<file path="src/sv/mll_pkg.sv">
// Shared types, constants and saturation helpers for the four-pole ladder lowpass.
// Depends on nothing; every other file of the block imports it.

package mll_pkg;

   // Datapath widths.
   localparam int STAGES    = 4;
   localparam int SMP_W     = 16;   // audio word, Q1.15
   localparam int ST_W      = 24;   // stage state, Q4.20
   localparam int SUM_W     = 28;   // headroom for sums before saturation
   localparam int OUT_RND_W = 20;   // stage value after dropping five fraction bits
   localparam int CUT_W     = 15;
   localparam int RES_W     = 16;
   localparam int F_W       = 16;   // scaled cutoff and its square
   localparam int T_W       = 14;   // feedback curve term
   localparam int FB_W      = 16;   // feedback gain, Q.14
   localparam int G_W       = 15;   // input gain, Q.15
   localparam int K_W       = 17;   // stage pole coefficient, signed Q.15

   // Cycles spent in the settle state; the last one starts the input stage, and the
   // coefficient pipeline is four registers deep.
   localparam int SETTLE_CYCLES = 5;
   localparam int SETTLE_CNT_W  = $clog2(SETTLE_CYCLES);

   // Fixed-point coefficients.
   localparam logic [16:0]        K_FSCALE  = 17'd76022;  // 1.16 in Q.16
   localparam logic [13:0]        K_FBCURVE = 14'd9830;   // 0.15 in Q.16
   localparam logic [14:0]        K_GAIN    = 15'd22946;  // 0.35013 in Q.16
   localparam logic signed [15:0] K_PREV    = 16'sd9830;  // 0.3 in Q.15

   // Register file.
   localparam int CSR_ADDR_W = 3;
   localparam int CSR_DATA_W = 32;
   localparam logic [CUT_W-1:0] CUTOFF_RESET    = 15'd8192;
   localparam logic [RES_W-1:0] RESONANCE_RESET = 16'd0;

   typedef enum logic {
      CSR_CUTOFF    = 1'b0,
      CSR_RESONANCE = 1'b1
   } csr_reg_type;

   typedef enum logic [1:0] {
      ST_IDLE,
      ST_SETTLE,
      ST_RUN,
      ST_HOLD
   } ctrl_state_type;

   // What one cell hands to its neighbor: a one-cycle token and the stage value.
   typedef struct packed {
      logic                    go;
      logic signed [ST_W-1:0]  value;
   } stage_link_type;

   typedef struct packed {
      logic        [FB_W-1:0] fb;
      logic        [G_W-1:0]  g;
      logic signed [K_W-1:0]  k;
   } coef_type;

   // Clamp a wide sum to the Q4.20 state range.
   function automatic logic signed [ST_W-1:0] sat_st(input logic signed [SUM_W-1:0] v);
      logic [SUM_W-ST_W:0]     upper;
      logic signed [ST_W-1:0]  res;
      upper = v[SUM_W-1:ST_W-1];
      if ((&upper) || (~|upper)) begin
         res = v[ST_W-1:0];
      end else if (v[SUM_W-1]) begin
         res = {1'b1, {(ST_W-1){1'b0}}};
      end else begin
         res = {1'b0, {(ST_W-1){1'b1}}};
      end
      return res;
   endfunction

   // Clamp a rounded stage value to the 16-bit audio range.
   function automatic logic signed [SMP_W-1:0] sat_out(
      input logic signed [OUT_RND_W-1:0] v);
      logic [OUT_RND_W-SMP_W:0] upper;
      logic signed [SMP_W-1:0]  res;
      upper = v[OUT_RND_W-1:SMP_W-1];
      if ((&upper) || (~|upper)) begin
         res = v[SMP_W-1:0];
      end else if (v[OUT_RND_W-1]) begin
         res = {1'b1, {(SMP_W-1){1'b0}}};
      end else begin
         res = {1'b0, {(SMP_W-1){1'b1}}};
      end
      return res;
   endfunction

endpackage

</file>
<file path="src/sv/mll_front.sv">
// Input stage: subtracts resonance feedback from the sample and applies the
// cutoff-dependent gain, then hands the result to the first cell. Depends on mll_pkg.

module mll_front (
   input  logic                              clock,
   input  logic                              reset,
   input  logic                              go,
   input  logic signed [mll_pkg::SMP_W-1:0]  sample,
   input  logic signed [mll_pkg::ST_W-1:0]   fb_tap,
   input  mll_pkg::coef_type                 coef,
   output mll_pkg::stage_link_type           link_out
);
   import mll_pkg::*;

   logic signed [40:0]       fb_prod;
   logic signed [SUM_W-1:0]  diff;
   logic signed [39:0]       ug_prod;

   logic signed [26:0]       fbp_ff, fbp_in;
   logic signed [ST_W-1:0]   u_ff, u_in;
   logic signed [ST_W-1:0]   val_ff, val_in;
   logic                     step_b_ff;
   logic                     step_c_ff;
   logic                     go_ff;

   always_comb begin
      fb_prod = 41'(fb_tap) * 41'($signed({1'b0, coef.fb})) + 41'sd8192;
      fbp_in  = fb_prod[40:14];

      diff    = (SUM_W'(sample) <<< 5) - SUM_W'(fbp_ff);
      u_in    = sat_st(diff);

      ug_prod = 40'(u_ff) * 40'($signed({1'b0, coef.g})) + 40'sd16384;
      val_in  = sat_st(SUM_W'($signed(ug_prod[39:15])));
   end

   always_ff @(posedge clock) begin
      if (reset) begin
         step_b_ff <= 1'b0;
         step_c_ff <= 1'b0;
         go_ff     <= 1'b0;
      end else begin
         step_b_ff <= go;
         step_c_ff <= step_b_ff;
         go_ff     <= step_c_ff;
      end
   end

   always_ff @(posedge clock) begin
      if (go) begin
         fbp_ff <= fbp_in;
      end
      if (step_b_ff) begin
         u_ff <= u_in;
      end
      if (step_c_ff) begin
         val_ff <= val_in;
      end
   end

   assign link_out = '{go: go_ff, value: val_ff};

endmodule

</file>
<file path="config.mk">
export PLATFORM = sky130hd
export DESIGN_NAME = mll_front
export DESIGN_NICKNAME = d
export VERILOG_FILES = /design/src/sv/mll_pkg.sv /design/src/sv/mll_front.sv
export SDC_FILE = /design/constraint.sdc
export NUM_CORES = 2
export LEC_CHECK = 0
export ABC_AREA = 1
export CORE_MARGIN = 4
export CORE_UTILIZATION = 66
export DETAILED_ROUTE_END_ITERATION = 10
export DONT_BUFFER_PORTS = 1
export PLACE_DENSITY = 0.84
export REMOVE_ABC_BUFFERS = 1
export SYNTH_ARGS = -nofsm -noshare
export SYNTH_HDL_FRONTEND = slang
export SYNTH_SLANG_ARGS = --single-unit
</file>
<file path="constraint.sdc">
create_clock -name clock -period 11.2 [get_ports clock]
set_input_delay 3.36 -clock clock [delete_from_list [all_inputs] [get_ports clock]]
set_output_delay 3.36 -clock clock [all_outputs]
set_load 0.02 [all_outputs]
</file>
==> reports/metrics.cfg <==
[status]
outcome = finished, final reports clean

[setup_path]
critPathCaptureType = flip-flop
cp_common_cell = fa_1
path_class = primary input to flip-flop
arrival_ps = 9330
worst_path_max_delay_cell = fa_1
regToRegStartpoint = u_ff[23]
path_cells = nand2_1, fa_1, fa_1, inv_1, fa_1, fa_1, fa_1, inv_1, fa_1, inv_1, ha_1, nand2_1, inv_1, a21oi_1, a21oi_1, nor2_1, nand3_1, nand2_1, nand4_2, nand2_1
max_stage_delay_ps = 770
reg2regPathDepth = 20
r2r-end = val_ff[0]
r2r_setup_slack_ps = 4120
crit_family = adder cells
critPathBufInv = 4
cp_max_fo = 23
required_ps = 11390
worstSetupStartpointType = primary input

[grt]
grt_pass1_vias = 29100
antenna_found_initial = 10
overflow = 0
grt_max_degree = 29
groute.usage.overall = 0.313
grt_pass1_wl_mm = 137

[clock_network]
htree_levels = 3
cts-resized-gates = 0
clock_latency_ps = 360
clockBufferDepth = 2
cts_sinks = 78
cts_setup_buffers = 0
cts_root_buf = clkbuf_16
cts_tree = yes
cts_made_buffers = 9
clkTransAtPathRegs_ps = 70
hold_buffers = 0

[finish]
drive_gt1_frac = 0.00931
nets = 5368
synthToLayoutAreaGrowth_pct = 1.73
fill_cells = 4144

[synth]
synth_edf_count = 75
yosysTopAreaCell = fa_1
ys.flop_type = edfxtp_1
synth_compound_area_frac = 0.0314
synth.most_common_cell = inv_1
synth_top_family_by_area = adder cells
ys_top_cells_by_area = fa_1 43%, inv_1 16%, nand2_1 14%, ha_1 9.7%, edfxtp_1 6.7%
synthArstFlopShare = 0
syn-cell-area_um2 = 33700
syn_inst = 4421
syn_avg_cell_area_um2 = 7.62
synthSimpleGateAreaFrac = 0.180
synthAdderAreaFrac = 0.527
synthMuxAreaShare = 0
synth-xor-area-share = 0.0166
ys_top_cells_by_count = 1418 x inv_1, 1265 x nand2_1, 725 x fa_1
yosys_warnings = 0
ys_types = 37
yosysSeqAreaShare = 0.0686
synth.top_cell.area_share = 0.431
ys_ff_latch = 78

[detailed_routing]
vias = 26400
drt_iter0_drc = 1613
viasPerCell = 5.31
finalWirelength_mm = 80.8
dr.pass1.iters = 6
ant_nets = 0
drt-wirelength-per-cell_um = 16.2
drc = 0

[timing]
clock.fmax_mhz = 109
tightest_slew_ps = 1000
setup_viol = 0
post-route-period-util = 0.817
clock_skew_ps = 16.3
tns_ps = 0
slew_headroom = 0.333
slew_viol_final = 0
hold_viol_final = 0
rsz0062_at_grt = false
final.min_clock_period_ps = 9150
hold_slack_ps = 597

[floorplanning]
dieArea_um2 = 54700
std_cell_rows = 82
die_y_um = 234
io_pins = 116
core_area_um2 = 50300
chipWidth_um = 234
initial_core_util = 0.670

[placed_design]
gp_congestion = 1.02
dpl.hpwl_mm = 68.1
port_buffers = 0

[job]
drv_cap = 0

[hold_path]
hold-path-endpoint = u_ff[0]
min_from = fbp_ff[0]
min_path_type = flip-flop to flip-flop
whs_path_depth = 2

[logic make-up after synthesis]
family | after synthesis
flops | 78
xor+xnor | 64
fa+ha+maj | 985
simple gates | 1550
buf+inv | 1559
compound gates | 185
[stage by stage]
| stage | instance area [µm²] | setup slack (ps) | util | instances |
|---|---|---|---|---|
| 2_1_floorplan | 33100 | 2600 | - | 4280 |
| 3_3_place_gp | 33900 | 1780 | 0.675 | 4953 |
| 3_5_place_dp | 33900 | 1710 | 0.675 | 4953 |
| 4_1_cts | 34200 | 2070 | 0.681 | 4969 |
| 5_1_grt | 34200 | 1760 | 0.681 | 4969 |
| 6_report | 34300 | 2050 | 0.682 | 4979 |
[placed cells by master, fill, tap and decap left out, types with 4 or more instances in the layout]
| cell | instances |
|---|---|
| nand2_2 | 7 |
| o21a_1 | 4 |
| fa_1 | 725 |
| nor2_2 | 7 |
| xnor2_1 | 15 |
| inv_1 | 1418 |
| o21ai_0 | 37 |
| a21o_1 | 15 |
| xor2_1 | 49 |
| nor2_1 | 151 |
| a21boi_0 | 4 |
| o21bai_1 | 14 |
| edfxtp_1 | 75 |
| nand2_1 | 1265 |
| diode_2 | 10 |
| clkbuf_16 | 9 |
| a31oi_1 | 8 |
| ha_1 | 260 |
| nand3_1 | 66 |
| nor3_1 | 19 |
| a21oi_1 | 93 |
| nand3b_1 | 5 |
| nand4_1 | 17 |
| nand3_2 | 5 |
[registers in the layout, summed over array words and instances, names as in the netlist]
register and cells:
fbp_ff 27, go_ff 1, step_b_ff 1, step_c_ff 1, u_ff 24, val_ff 24
[routing by layer]
layer,vias up,global-route usage,routed length [µm]
li1,12200,-,-
met1,12800,0.361,29100
met2,1134,0.568,41200
met3,348,0.0581,6350
met4,0,0.141,4180
met5,-,0,0
[tightest hold or removal path, stage by stage, from the launching register on]
cell	delay, ps
edfxtp_1	380
nand2_1	60
nand2_1	50
[final cells by class]
class	count	area, µm²	area share
sequential	78	2310	0.0675
clock inverter	7	76.3	0.00223
tap	672	841	0.0245
timing repair buffer	1	7.51	0.000219
clock buffer	9	225	0.00657
inverter	1418	5320	0.155
multi-input combinational	2784	25500	0.743
antenna	10	25.0	0.000730
[worst max path at each step]
stage / cells after the start / endpoint / from / slack [ps]
2_1_floorplan: 22 / val_ff[8] / coef[18] / 2600
3_3_place_gp: 22 / val_ff[1] / coef[18] / 1780
3_5_place_dp: 20 / val_ff[1] / coef[18] / 1710
4_1_cts: 22 / val_ff[1] / coef[18] / 2070
5_1_grt: 20 / val_ff[1] / coef[18] / 1760
6_report: 20 / val_ff[0] / coef[18] / 2050
Power is left out: the tool's default activity adds up to more than one toggle a clock period on the data nets, which glitch-free logic cannot reach.
