**src/sv/mll_pkg.sv**
```systemverilog
// Shared types, constants and saturation helpers for the four-pole ladder lowpass.
// Depends on nothing; every other file of the block imports it.

package mll_pkg;

   // Datapath widths.
   localparam int STAGES    = 4;
   localparam int SMP_W     = 16;   // audio word, Q1.15
   localparam int ST_W      = 24;   // stage state, Q4.20
   localparam int SUM_W     = 28;   // headroom for sums before saturation
   localparam int OUT_RND_W = 20;   // stage value after dropping five fraction bits
   localparam int CUT_W     = 15;
   localparam int RES_W     = 16;
   localparam int F_W       = 16;   // scaled cutoff and its square
   localparam int T_W       = 14;   // feedback curve term
   localparam int FB_W      = 16;   // feedback gain, Q.14
   localparam int G_W       = 15;   // input gain, Q.15
   localparam int K_W       = 17;   // stage pole coefficient, signed Q.15

   // Cycles spent in the settle state; the last one starts the input stage, and the
   // coefficient pipeline is four registers deep.
   localparam int SETTLE_CYCLES = 5;
   localparam int SETTLE_CNT_W  = $clog2(SETTLE_CYCLES);

   // Fixed-point coefficients.
   localparam logic [16:0]        K_FSCALE  = 17'd76022;  // 1.16 in Q.16
   localparam logic [13:0]        K_FBCURVE = 14'd9830;   // 0.15 in Q.16
   localparam logic [14:0]        K_GAIN    = 15'd22946;  // 0.35013 in Q.16
   localparam logic signed [15:0] K_PREV    = 16'sd9830;  // 0.3 in Q.15

   // Register file.
   localparam int CSR_ADDR_W = 3;
   localparam int CSR_DATA_W = 32;
   localparam logic [CUT_W-1:0] CUTOFF_RESET    = 15'd8192;
   localparam logic [RES_W-1:0] RESONANCE_RESET = 16'd0;

   typedef enum logic {
      CSR_CUTOFF    = 1'b0,
      CSR_RESONANCE = 1'b1
   } csr_reg_type;

   typedef enum logic [1:0] {
      ST_IDLE,
      ST_SETTLE,
      ST_RUN,
      ST_HOLD
   } ctrl_state_type;

   // What one cell hands to its neighbor: a one-cycle token and the stage value.
   typedef struct packed {
      logic                    go;
      logic signed [ST_W-1:0]  value;
   } stage_link_type;

   typedef struct packed {
      logic        [FB_W-1:0] fb;
      logic        [G_W-1:0]  g;
      logic signed [K_W-1:0]  k;
   } coef_type;

   // Clamp a wide sum to the Q4.20 state range.
   function automatic logic signed [ST_W-1:0] sat_st(input logic signed [SUM_W-1:0] v);
      logic [SUM_W-ST_W:0]     upper;
      logic signed [ST_W-1:0]  res;
      upper = v[SUM_W-1:ST_W-1];
      if ((&upper) || (~|upper)) begin
         res = v[ST_W-1:0];
      end else if (v[SUM_W-1]) begin
         res = {1'b1, {(ST_W-1){1'b0}}};
      end else begin
         res = {1'b0, {(ST_W-1){1'b1}}};
      end
      return res;
   endfunction

   // Clamp a rounded stage value to the 16-bit audio range.
   function automatic logic signed [SMP_W-1:0] sat_out(
      input logic signed [OUT_RND_W-1:0] v);
      logic [OUT_RND_W-SMP_W:0] upper;
      logic signed [SMP_W-1:0]  res;
      upper = v[OUT_RND_W-1:SMP_W-1];
      if ((&upper) || (~|upper)) begin
         res = v[SMP_W-1:0];
      end else if (v[OUT_RND_W-1]) begin
         res = {1'b1, {(SMP_W-1){1'b0}}};
      end else begin
         res = {1'b0, {(SMP_W-1){1'b1}}};
      end
      return res;
   endfunction

endpackage

```
**src/sv/mll_coef.sv**
```systemverilog
// Coefficient pipeline: derives feedback gain, input gain and pole coefficient
// from the cutoff and resonance registers. Depends on mll_pkg.

module mll_coef (
   input  logic                        clock,
   input  logic [mll_pkg::CUT_W-1:0]   cutoff,
   input  logic [mll_pkg::RES_W-1:0]   resonance,
   output mll_pkg::coef_type           coef
);
   import mll_pkg::*;

   logic [31:0]            f_prod;
   logic [31:0]            f2_prod;
   logic [29:0]            t_prod;
   logic [31:0]            sq_prod;
   logic [15:0]            one_minus_t;
   logic [31:0]            fb_prod;
   logic [30:0]            g_prod;

   logic [F_W-1:0]         f_ff, f_in;
   logic [F_W-1:0]         f2_ff, f2_in;
   logic signed [K_W-1:0]  k_ff, k_in;
   logic [T_W-1:0]         t_ff, t_in;
   logic [F_W-1:0]         sq_ff, sq_in;
   logic [FB_W-1:0]        fb_ff, fb_in;
   logic [G_W-1:0]         g_ff, g_in;

   // Each product is rounded half up before it is registered.
   always_comb begin
      f_prod  = 32'(cutoff) * 32'(K_FSCALE) + 32'd32768;
      f_in    = f_prod[31:16];

      f2_prod = 32'(f_ff) * 32'(f_ff) + 32'd16384;
      f2_in   = f2_prod[30:15];
      k_in    = $signed(17'd32768) - $signed({1'b0, f_ff});

      t_prod  = 30'(f2_ff) * 30'(K_FBCURVE) + 30'd32768;
      t_in    = t_prod[29:16];
      sq_prod = 32'(f2_ff) * 32'(f2_ff) + 32'd16384;
      sq_in   = sq_prod[30:15];

      one_minus_t = 16'd32768 - 16'(t_ff);
      fb_prod = 32'(resonance) * 32'(one_minus_t) + 32'd16384;
      fb_in   = fb_prod[30:15];
      g_prod  = 31'(sq_ff) * 31'(K_GAIN) + 31'd32768;
      g_in    = g_prod[30:16];
   end

   always_ff @(posedge clock) begin
      f_ff  <= f_in;
      f2_ff <= f2_in;
      k_ff  <= k_in;
      t_ff  <= t_in;
      sq_ff <= sq_in;
      fb_ff <= fb_in;
      g_ff  <= g_in;
   end

   assign coef = '{fb: fb_ff, g: g_ff, k: k_ff};

endmodule

```
**config.mk**
```make
export PLATFORM = sky130hd
export DESIGN_NAME = mll_coef
export DESIGN_NICKNAME = d
export VERILOG_FILES = /design/src/sv/mll_pkg.sv /design/src/sv/mll_coef.sv
export SDC_FILE = /design/constraint.sdc
export NUM_CORES = 2
export LEC_CHECK = 0
export BUFFER_PORTS_ARGS = -buffer_cell sky130_fd_sc_hd__buf_2
export CAP_MARGIN = 25
export CORE_ASPECT_RATIO = 0.8
export CORE_MARGIN = 1
export CORE_UTILIZATION = 45
export CTS_CLUSTER_DIAMETER = 30
export CTS_CLUSTER_SIZE = 30
export DETAILED_ROUTE_END_ITERATION = 10
export PLACE_DENSITY = 0.62
export SLEW_MARGIN = 5
export SYNTH_ARGS = -nofsm -noshare
export SYNTH_HDL_FRONTEND = slang
export SYNTH_SLANG_ARGS = --single-unit
```
**constraint.sdc**
```tcl
create_clock -name clock -period 19.4 [get_ports clock]
set_input_delay 0.97 -clock clock [delete_from_list [all_inputs] [get_ports clock]]
set_output_delay 0.97 -clock clock [all_outputs]
set_load 0.005 [all_outputs]
```
==> results.sh <==
export IMPL_min_from="f_ff[0]"
export IMPL_hp_class="register to register"
export IMPL_grt_antenna_before_repair=0
export IMPL_min_period_over_period=0.395
export IMPL_cp_slowest_cell="dfxtp_1"
export IMPL_cts_root_buf="clkbuf_16"
export IMPL_synth_most_common_cell="inv_1"
export IMPL_drv_cap=0
export IMPL_diodes=0
export IMPL_grt_overflow_total=0
export IMPL_via_per_inst=4.80
export IMPL_synthCells=3974
export IMPL_gp_congestion=0.837
export IMPL_synth_nets=5380
export IMPL_synthArstFlopShare=0
export IMPL_final_setup_skew_ns=0.0181
export IMPL_slew_headroom=0.334
export IMPL_seq_area_frac_synth=0.0598
export IMPL_post_cts_setup_buffer_count=0
export IMPL_fmax_ghz=0.130
export IMPL_crit_top_cell="fa_1"
export IMPL_vias=24400
export IMPL_r2r_slack_ns=11.73
export IMPL_rsz0062_at_grt="no"
export IMPL_final_setup_tns_ns=0
export IMPL_cts_htree_levels=3
export IMPL_synth_common_cells="1129 x inv_1, 706 x fa_1, 668 x ha_1"
export IMPL_startpoint_type="register"
export IMPL_post_route_min_period_ns=7.67
export IMPL_syn_avg_cell_area_um2=9.26
export IMPL_r2r_end="fb_ff[15]"
export IMPL_n_fill_cell=7763
export IMPL_final_setup_viol_count=0
export IMPL_hold_buffers=0
export IMPL_cts_buffers=9
export IMPL_ant_nets=0
export IMPL_hold_viol_final=0
export IMPL_first_global_vias=26100
export IMPL_ys_types=74
export IMPL_reg2reg_from="t_ff[0]"
export IMPL_layout_nets=5407
export IMPL_slowest_delay_ns=0.66
export IMPL_syn2layout_area_growth_pct=5.18
export IMPL_clk_latency_ns=0.41
export IMPL_ys_warn_count=0
export IMPL_wl_per_cell_um=14.6
export IMPL_die_h_um=258
export IMPL_gr_usage_all_layers=0.193
export IMPL_start_util=0.456
export IMPL_cts_buffer_depth=2
export IMPL_fp_coreArea_um2=80800
export IMPL_placed_area_um2=38400
export IMPL_syn_area_um2=36800
export IMPL_cts_sinks=110
export IMPL_first_iter_violations=1028
export IMPL_finalWirelength_mm=74.5
export IMPL_r2r_cells=28
export IMPL_synth_area_top_cells="fa_1 38%, ha_1 23%, inv_1 12%, dfxtp_1 6.0%, and2_1 4.0%"
export IMPL_synth_seq_cells=110
export IMPL_hold_depth=0
export IMPL_crit_path_max_fanout=19
export IMPL_synthFlopType="dfxtp_1"
export IMPL_cts_tree="done"
export IMPL_die_x_um=322
export IMPL_crit_type="register to register"
export IMPL_layout_drive_gt1_share=0.0362
export IMPL_arrival_ns=8.00
export IMPL_cts_resized=0
export IMPL_cp_required_ns=19.74
export IMPL_grt_first_pass_wirelength_mm=130
export IMPL_synth_edff_count=0
export IMPL_endpoint_kind="register"
export IMPL_hold_end="k_ff[0]"
export IMPL_worst_slew_pin_slew_ns=0.994
export IMPL_fin_area_um2=38700
export IMPL_synth_top_area_frac=0.384
export IMPL_synth_top_area_cell="fa_1"
export IMPL_rows=93
export IMPL_first_pass_iters=5
export IMPL_dieArea_um2=82900
export IMPL_drc=0
export IMPL_finalMaxSlewViolations=0
export IMPL_clk_pin_slew_ns=0.09
export IMPL_dp_hpwl_mm=64.4
export IMPL_io_pins=80
export IMPL_status="complete, no violations"
export IMPL_grt_max_degree=22
export IMPL_io_buffers=79
==> per-stage QoR <==
step,instances,hold slack [ns],utilization,setup WS [ns]
floorplan,3974,0.354,-,12.45
global placement,5081,0.674,0.476,11.77
detailed placement,5081,0.650,0.476,11.71
CTS,5097,0.669,0.479,11.70
global route,5098,0.686,0.479,11.27
finish,5098,0.658,0.479,11.73
==> logic make-up after synthesis <==
group                      after synthesis  share of synthesized area
adders and majority gates             1374                      0.611
buffers and inverters                 1212                      0.124
and+or+nand+nor                        814                      0.109
muxes                                    4                    0.00116
DFF                                    110                     0.0598
AOI/OAI and AO/OA                      275                     0.0503
xor gates and xnor gates               185                     0.0445
==> critical path, delay by kind of cell, from the launching register on <==
kind            cells  cell delay (ns)
xor+xnor            2             0.70
simple gates        6             0.68
flops               1             0.66
buf+inv             6             0.60
compound gates      6             1.58
fa+ha+maj           8             3.38
==> metal layers <==
| metal | global-route usage | up-vias | wire, µm | part of all wire |
|---|---|---|---|---|
| met5 | 0 | - | 0 | 0 |
| met4 | 0.0333 | 0 | 823 | 0.011 |
| met1 | 0.280 | 11900 | 37600 | 0.51 |
| met2 | 0.310 | 381 | 33400 | 0.45 |
| li1 | - | 12100 | - | - |
| met3 | 0.0243 | 49 | 2630 | 0.035 |
==> worst max path at each step <==
| stage | startpoint | endpoint | slack [ns] | depth (start not counted) |
|---|---|---|---|---|
| final | t_ff[0] | fb_ff[15] | 11.73 | 28 |
| after CTS | t_ff[2] | fb_ff[15] | 11.70 | 26 |
| after global routing | t_ff[0] | fb_ff[15] | 11.27 | 28 |
| after detailed placement | t_ff[0] | fb_ff[15] | 11.71 | 28 |
| after global placement | t_ff[2] | fb_ff[15] | 11.77 | 26 |
| after floorplan | cutoff[6] | f_ff[15] | 12.45 | 21 |
==> registers in the layout (all words and copies together) (netlist names) <==
signal,count
f_ff,16
sq_ff,16
f2_ff,16
k_ff,17
t_ff,14
fb_ff,16
g_ff,15
==> final cells by class <==
| type | count | area (µm²) | area share |
|---|---|---|---|
| Tap cell | 1092 | 1370 | 0.0353 |
| Clock buffer | 10 | 239 | 0.00617 |
| Timing Repair Buffer | 96 | 523 | 0.0135 |
| Inverter | 1132 | 4250 | 0.110 |
| Clock inverter | 6 | 63.8 | 0.00165 |
| Sequential cell | 110 | 2200 | 0.0569 |
| Multi-Input combinational cell | 2652 | 30100 | 0.777 |
==> cell usage in the layout (no fill, tap or decap), types with 8 or more instances in the layout <==
| cell | instances |
|---|---|
| dfxtp_1 | 110 |
| inv_1 | 1129 |
| clkbuf_16 | 9 |
| a31oi_1 | 8 |
| and2_1 | 233 |
| buf_4 | 17 |
| xor2_1 | 69 |
| o21bai_1 | 11 |
| or2_2 | 14 |
| a211oi_1 | 11 |
| buf_2 | 79 |
| nand2_1 | 289 |
| o21ai_1 | 8 |
| nor3_1 | 41 |
| nor2_1 | 124 |
| or3_1 | 9 |
| o21ai_0 | 32 |
| ha_1 | 668 |
| a21o_1 | 24 |
| and3_1 | 11 |
| nor2b_1 | 11 |
| nand3_1 | 26 |
| a21oi_1 | 91 |
| fa_1 | 706 |
| o211ai_1 | 8 |
| nand4_1 | 20 |
| xnor2_1 | 113 |
| o21a_1 | 15 |
Power is not shown: default switching activity piles up to over one toggle a cycle in this logic, so the estimate is an artifact.
