### src/sv/mll_pkg.sv
// Shared types, constants and saturation helpers for the four-pole ladder lowpass.
// Depends on nothing; every other file of the block imports it.

package mll_pkg;

   // Datapath widths.
   localparam int STAGES    = 4;
   localparam int SMP_W     = 16;   // audio word, Q1.15
   localparam int ST_W      = 24;   // stage state, Q4.20
   localparam int SUM_W     = 28;   // headroom for sums before saturation
   localparam int OUT_RND_W = 20;   // stage value after dropping five fraction bits
   localparam int CUT_W     = 15;
   localparam int RES_W     = 16;
   localparam int F_W       = 16;   // scaled cutoff and its square
   localparam int T_W       = 14;   // feedback curve term
   localparam int FB_W      = 16;   // feedback gain, Q.14
   localparam int G_W       = 15;   // input gain, Q.15
   localparam int K_W       = 17;   // stage pole coefficient, signed Q.15

   // Cycles spent in the settle state; the last one starts the input stage, and the
   // coefficient pipeline is four registers deep.
   localparam int SETTLE_CYCLES = 5;
   localparam int SETTLE_CNT_W  = $clog2(SETTLE_CYCLES);

   // Fixed-point coefficients.
   localparam logic [16:0]        K_FSCALE  = 17'd76022;  // 1.16 in Q.16
   localparam logic [13:0]        K_FBCURVE = 14'd9830;   // 0.15 in Q.16
   localparam logic [14:0]        K_GAIN    = 15'd22946;  // 0.35013 in Q.16
   localparam logic signed [15:0] K_PREV    = 16'sd9830;  // 0.3 in Q.15

   // Register file.
   localparam int CSR_ADDR_W = 3;
   localparam int CSR_DATA_W = 32;
   localparam logic [CUT_W-1:0] CUTOFF_RESET    = 15'd8192;
   localparam logic [RES_W-1:0] RESONANCE_RESET = 16'd0;

   typedef enum logic {
      CSR_CUTOFF    = 1'b0,
      CSR_RESONANCE = 1'b1
   } csr_reg_type;

   typedef enum logic [1:0] {
      ST_IDLE,
      ST_SETTLE,
      ST_RUN,
      ST_HOLD
   } ctrl_state_type;

   // What one cell hands to its neighbor: a one-cycle token and the stage value.
   typedef struct packed {
      logic                    go;
      logic signed [ST_W-1:0]  value;
   } stage_link_type;

   typedef struct packed {
      logic        [FB_W-1:0] fb;
      logic        [G_W-1:0]  g;
      logic signed [K_W-1:0]  k;
   } coef_type;

   // Clamp a wide sum to the Q4.20 state range.
   function automatic logic signed [ST_W-1:0] sat_st(input logic signed [SUM_W-1:0] v);
      logic [SUM_W-ST_W:0]     upper;
      logic signed [ST_W-1:0]  res;
      upper = v[SUM_W-1:ST_W-1];
      if ((&upper) || (~|upper)) begin
         res = v[ST_W-1:0];
      end else if (v[SUM_W-1]) begin
         res = {1'b1, {(ST_W-1){1'b0}}};
      end else begin
         res = {1'b0, {(ST_W-1){1'b1}}};
      end
      return res;
   endfunction

   // Clamp a rounded stage value to the 16-bit audio range.
   function automatic logic signed [SMP_W-1:0] sat_out(
      input logic signed [OUT_RND_W-1:0] v);
      logic [OUT_RND_W-SMP_W:0] upper;
      logic signed [SMP_W-1:0]  res;
      upper = v[OUT_RND_W-1:SMP_W-1];
      if ((&upper) || (~|upper)) begin
         res = v[SMP_W-1:0];
      end else if (v[OUT_RND_W-1]) begin
         res = {1'b1, {(SMP_W-1){1'b0}}};
      end else begin
         res = {1'b0, {(SMP_W-1){1'b1}}};
      end
      return res;
   endfunction

endpackage

### src/sv/mll_cell.sv
// One pole of the ladder: keeps its last input and output, and on each token
// computes y = x + 0.3*xprev + k*y, products first, then the sum. Depends on mll_pkg.

module mll_cell (
   input  logic                             clock,
   input  logic                             reset,
   input  mll_pkg::stage_link_type          link_in,
   input  logic signed [mll_pkg::K_W-1:0]   k,
   output mll_pkg::stage_link_type          link_out
);
   import mll_pkg::*;

   logic signed [39:0]       pp_prod;
   logic signed [40:0]       po_prod;
   logic signed [SUM_W-1:0]  sum;

   logic signed [ST_W-1:0]   out_ff, out_in;
   logic signed [ST_W-1:0]   prev_ff;
   logic signed [24:0]       pp_ff, pp_in;
   logic signed [25:0]       po_ff, po_in;
   logic signed [ST_W-1:0]   x_ff;
   logic                     add_ff;
   logic                     go_ff;

   always_comb begin
      pp_prod = 40'(prev_ff) * 40'(K_PREV) + 40'sd16384;
      pp_in   = pp_prod[39:15];
      po_prod = 41'(out_ff) * 41'(k) + 41'sd16384;
      po_in   = po_prod[40:15];
      sum     = SUM_W'(x_ff) + SUM_W'(pp_ff) + SUM_W'(po_ff);
      out_in  = sat_st(sum);
   end

   always_ff @(posedge clock) begin
      if (reset) begin
         out_ff  <= '0;
         prev_ff <= '0;
         add_ff  <= 1'b0;
         go_ff   <= 1'b0;
      end else begin
         add_ff <= link_in.go;
         go_ff  <= add_ff;
         if (add_ff) begin
            out_ff  <= out_in;
            prev_ff <= x_ff;
         end
      end
   end

   always_ff @(posedge clock) begin
      if (link_in.go) begin
         pp_ff <= pp_in;
         po_ff <= po_in;
         x_ff  <= link_in.value;
      end
   end

   assign link_out = '{go: go_ff, value: out_ff};

endmodule

### config.mk
export PLATFORM = sky130hd
export DESIGN_NAME = mll_cell
export DESIGN_NICKNAME = d
export VERILOG_FILES = /design/src/sv/mll_pkg.sv /design/src/sv/mll_cell.sv
export SDC_FILE = /design/constraint.sdc
export NUM_CORES = 2
export LEC_CHECK = 0
export BUFFER_PORTS_ARGS = -buffer_cell sky130_fd_sc_hd__buf_2
export CORE_MARGIN = 2
export CORE_UTILIZATION = 30
export DETAILED_ROUTE_END_ITERATION = 6
export PLACE_DENSITY_LB_ADDON = 0.2
export SLEW_MARGIN = 20
export SYNTH_ARGS = -nofsm -noshare
export SYNTH_HDL_FRONTEND = slang
export SYNTH_SLANG_ARGS = --single-unit
export TNS_END_PERCENT = 1
### constraint.sdc
create_clock -name clock -period 18.6 [get_ports clock]
set_input_delay 3.72 -clock clock [delete_from_list [all_inputs] [get_ports clock]]
set_output_delay 3.72 -clock clock [all_outputs]
set_load 0.01 [all_outputs]
==> results.toml <==
[place]
port_buffers = 68
replace_congestion = 0.8220
numPlacedInstances = 4000
dp.final_hpwl_um = 59180

[logic_synthesis]
synth.avg_cell_area_um2 = 9.530
post_synth_main_area_contributors = "sky130_fd_sc_hd__fa_1 40%, sky130_fd_sc_hd__ha_1 12%, sky130_fd_sc_hd__inv_1 9.7%"
synth-async-reset-ratio_pct = 0
synth_warnings = 0
synth.distinct_cells = 84
synthesis.instances = 2833
synth_enable_flop_cells = 75
ys_seq_area_share_pct = 12.05
yosys_most_used_dff = "sky130_fd_sc_hd__edfxtp_1"
syn_area_um2 = 27000
synth.ff_latch_count = 125
syn-num-nets = 3686
netlist.top_cell.by_area = "sky130_fd_sc_hd__fa_1"
synthDominantCellAreaShare_pct = 40.49

[final_layout]
layoutNonFillerInstCount = 4033
syn_to_final_growth_pct = 7.721
nNetsFinal = 3696
mostFrequentLayoutCell = "sky130_fd_sc_hd__inv_1"
share_of_post_route_cells_with_drive_strength_above_1_pct = 5.287
most_frequent_cells_in_the_layout = "696 x sky130_fd_sc_hd__inv_1, 546 x sky130_fd_sc_hd__fa_1, 311 x sky130_fd_sc_hd__nand2_1"

[timing]
final_min_period_over_clock_period_pct = 58.73
worst_clock_skew_ps = 18.55
tightest_slew_ps = 1118
hold_violations = 0
grt_setup_unrepaired = "no"
timing.setup.tns_ps = 0
timing.final.setup_violations = 0
timing.final.max_slew_violations = 0
max-slew-margin-rel_pct = 24.46
max_freq_mhz = 91.54
layout_min_cycle_time_ps = 10920

[clock_network]
clock_latency_at_the_later_pin_of_the_worst_skew_pair_ps = 470
path_clk_slew_ps = 60
cts-resized-gates = 0
clk_root_buffer_cell = "sky130_fd_sc_hd__clkbuf_16"
clock_tree.htree_level_count = 4
cts_buffers = 17
tritoncts = "yes"
cts.sink_count = 125
bufs_on_longest_clock_path = 2
cts.repair_timing.setup_buffer_count = 0
postCtsHoldBufs = 0

[detailed_routing]
m1WireLength_um = 34300
highest-signal-layer = "met5"
drt_iter0_markers = 879
via_density = 4.585
routed-via-count = 18493
drt-pass1-iter-count = 5
detail_route.wirelength_um = 71940
wl_met2_um = 33870
antenna_violating_nets_post_route = 0
routed_wire_length_per_instance_um = 17.84
drc = 0
routed-wl-met3_um = 2451

[grt]
overflow = 0
grt_pass1_vias = 20206
grt_pass1_wl_um = 117900
grt_antenna_before_repair = 2
grt_use_total_pct = 16.49
grt_max_degree = 60

[floorplanning]
ioPinCount = 69
vert_die_dim_um = 304.0
core_region_area_um2 = 89600
die_w_um = 304.0
initial_core_util_pct = 30.13
floorplan.die_area_um2 = 92410
rows = 110

[worst_setup_path]
worst_ep_required_ps = 18810
critical_path.max_fanout = 18
kind_of_capture_point_of_the_worst_setup_path = "register"
timing.setup.critical_path_class = "input port to register"
start_kind = "input port"
worst-endpoint-arrival_ps = 11140

[run]
max_cap_violations = 0

[worst_hold_path]
hold_path.class = "register to register"

[run_status]
outcome = "completed"
-- cells by family (layout without fill, tap and decap cells) --
kind of cell / count (synthesis) / in the layout / share of synthesized area [%]
compound gates: 275 / 275 / 7.197
xor+xnor: 91 / 91 / 2.952
fa+ha+maj: 809 / 809 / 52.67
buf+inv: 799 / 822 / 11.60
flops: 125 / 125 / 12.05
mux: 30 / 30 / 1.122
other cells: 0 / 1 / 0
simple gates: 704 / 704 / 12.41
-- synth_stat cells, types with 3 or more instances --
cell,instances
sky130_fd_sc_hd__nand3b_1,4
sky130_fd_sc_hd__a311oi_1,8
sky130_fd_sc_hd__nand2_1,311
sky130_fd_sc_hd__o221a_2,6
sky130_fd_sc_hd__nand3_1,20
sky130_fd_sc_hd__inv_1,696
sky130_fd_sc_hd__o21bai_1,6
sky130_fd_sc_hd__and3_1,12
sky130_fd_sc_hd__a21o_1,32
sky130_fd_sc_hd__nor4_1,6
sky130_fd_sc_hd__clkbuf_1,78
sky130_fd_sc_hd__clkdlybuf4s50_2,3
sky130_fd_sc_hd__a31oi_1,5
sky130_fd_sc_hd__o221ai_1,5
sky130_fd_sc_hd__mux2i_1,28
sky130_fd_sc_hd__and4_1,10
sky130_fd_sc_hd__nor2b_1,9
sky130_fd_sc_hd__a41oi_1,3
sky130_fd_sc_hd__o21a_1,21
sky130_fd_sc_hd__xor2_1,26
sky130_fd_sc_hd__nand2b_1,14
sky130_fd_sc_hd__nor3_1,22
sky130_fd_sc_hd__edfxtp_1,75
sky130_fd_sc_hd__dfxtp_1,50
sky130_fd_sc_hd__nand4_1,21
sky130_fd_sc_hd__and2_1,141
sky130_fd_sc_hd__buf_6,6
sky130_fd_sc_hd__o2111ai_1,3
sky130_fd_sc_hd__ha_1,263
sky130_fd_sc_hd__a21oi_1,72
sky130_fd_sc_hd__o31ai_1,3
sky130_fd_sc_hd__or3_1,6
sky130_fd_sc_hd__fa_1,546
sky130_fd_sc_hd__o21ai_0,46
sky130_fd_sc_hd__o41a_1,3
sky130_fd_sc_hd__clkbuf_8,5
sky130_fd_sc_hd__o211ai_1,8
sky130_fd_sc_hd__buf_2,6
sky130_fd_sc_hd__a21boi_0,4
sky130_fd_sc_hd__a221oi_1,4
sky130_fd_sc_hd__nor2_1,115
sky130_fd_sc_hd__a211oi_1,7
sky130_fd_sc_hd__xnor2_1,65
sky130_fd_sc_hd__o221a_1,9
-- sequential cells by signal (all words and copies together), names as in the netlist --
name     flops
prev_ff     24
go_ff        1
x_ff        24
po_ff       26
pp_ff       25
add_ff       1
out_ff      24
-- area by class of cell --
class / count / area [um^2]
antenna: 1 / 2.502
clock buffer: 17 / 425.4
clock inverter: 15 / 168.9
fill: 9388 / 60520
inverter: 697 / 2616
multi-input combinational: 1909 / 20610
sequential: 125 / 3254
tap: 1176 / 1471
timing repair buffer: 93 / 530.5
-- through the flow --
step | util [%] | hold WS, ps | cell area, um^2 | worst slack (ps)
global placement | 31.79 | 471.9 | 28490 | 7238
global route | 32.46 | 519.9 | 29080 | 7266
CTS | 32.46 | 487.5 | 29080 | 7695
floorplan | - | 483.1 | 27000 | 8656
finish | 32.46 | 486.4 | 29080 | 7676
detailed placement | 31.79 | 479.4 | 28490 | 7155
-- worst paths after layout --
check | to | slack (ps) | startpoint | depth (start not counted)
setup / recovery | po_ff[25] | 7680 | k[16] | 22
hold reg to reg | out_ff[7] | 490 | out_ff[7] | 2
setup reg to reg | po_ff[25] | 10550 | out_ff[5] | 22
hold / removal | out_ff[7] | 490 | out_ff[7] | 2
-- routing by layer --
metal  global-route usage [%]  vias to the layer above
met5                        0                        -
met4                    3.795                        2
met3                    2.089                       59
met2                    27.24                      289
met1                    23.00                     9414
li1                         -                     8729
-- critical path, cell delays in order --
cell                       delay, ps
sky130_fd_sc_hd__buf_2           190
sky130_fd_sc_hd__clkinv_1        620
sky130_fd_sc_hd__nor2_1          320
sky130_fd_sc_hd__fa_1            470
sky130_fd_sc_hd__fa_1            510
sky130_fd_sc_hd__fa_1            430
sky130_fd_sc_hd__fa_1            500
sky130_fd_sc_hd__inv_1            50
sky130_fd_sc_hd__fa_1            480
sky130_fd_sc_hd__inv_1            50
sky130_fd_sc_hd__fa_1            430
sky130_fd_sc_hd__ha_1            340
sky130_fd_sc_hd__a21o_1          190
sky130_fd_sc_hd__a21o_1          170
sky130_fd_sc_hd__a21oi_1         210
sky130_fd_sc_hd__o21ai_0         160
sky130_fd_sc_hd__o41ai_1        1020
sky130_fd_sc_hd__o221ai_1        360
sky130_fd_sc_hd__o41a_1          430
sky130_fd_sc_hd__a21o_1          210
sky130_fd_sc_hd__a21oi_1         170
sky130_fd_sc_hd__xnor2_1          80
Power is not shown: default switching activity piles up to over one toggle a cycle in this logic, so the estimate is an artifact.
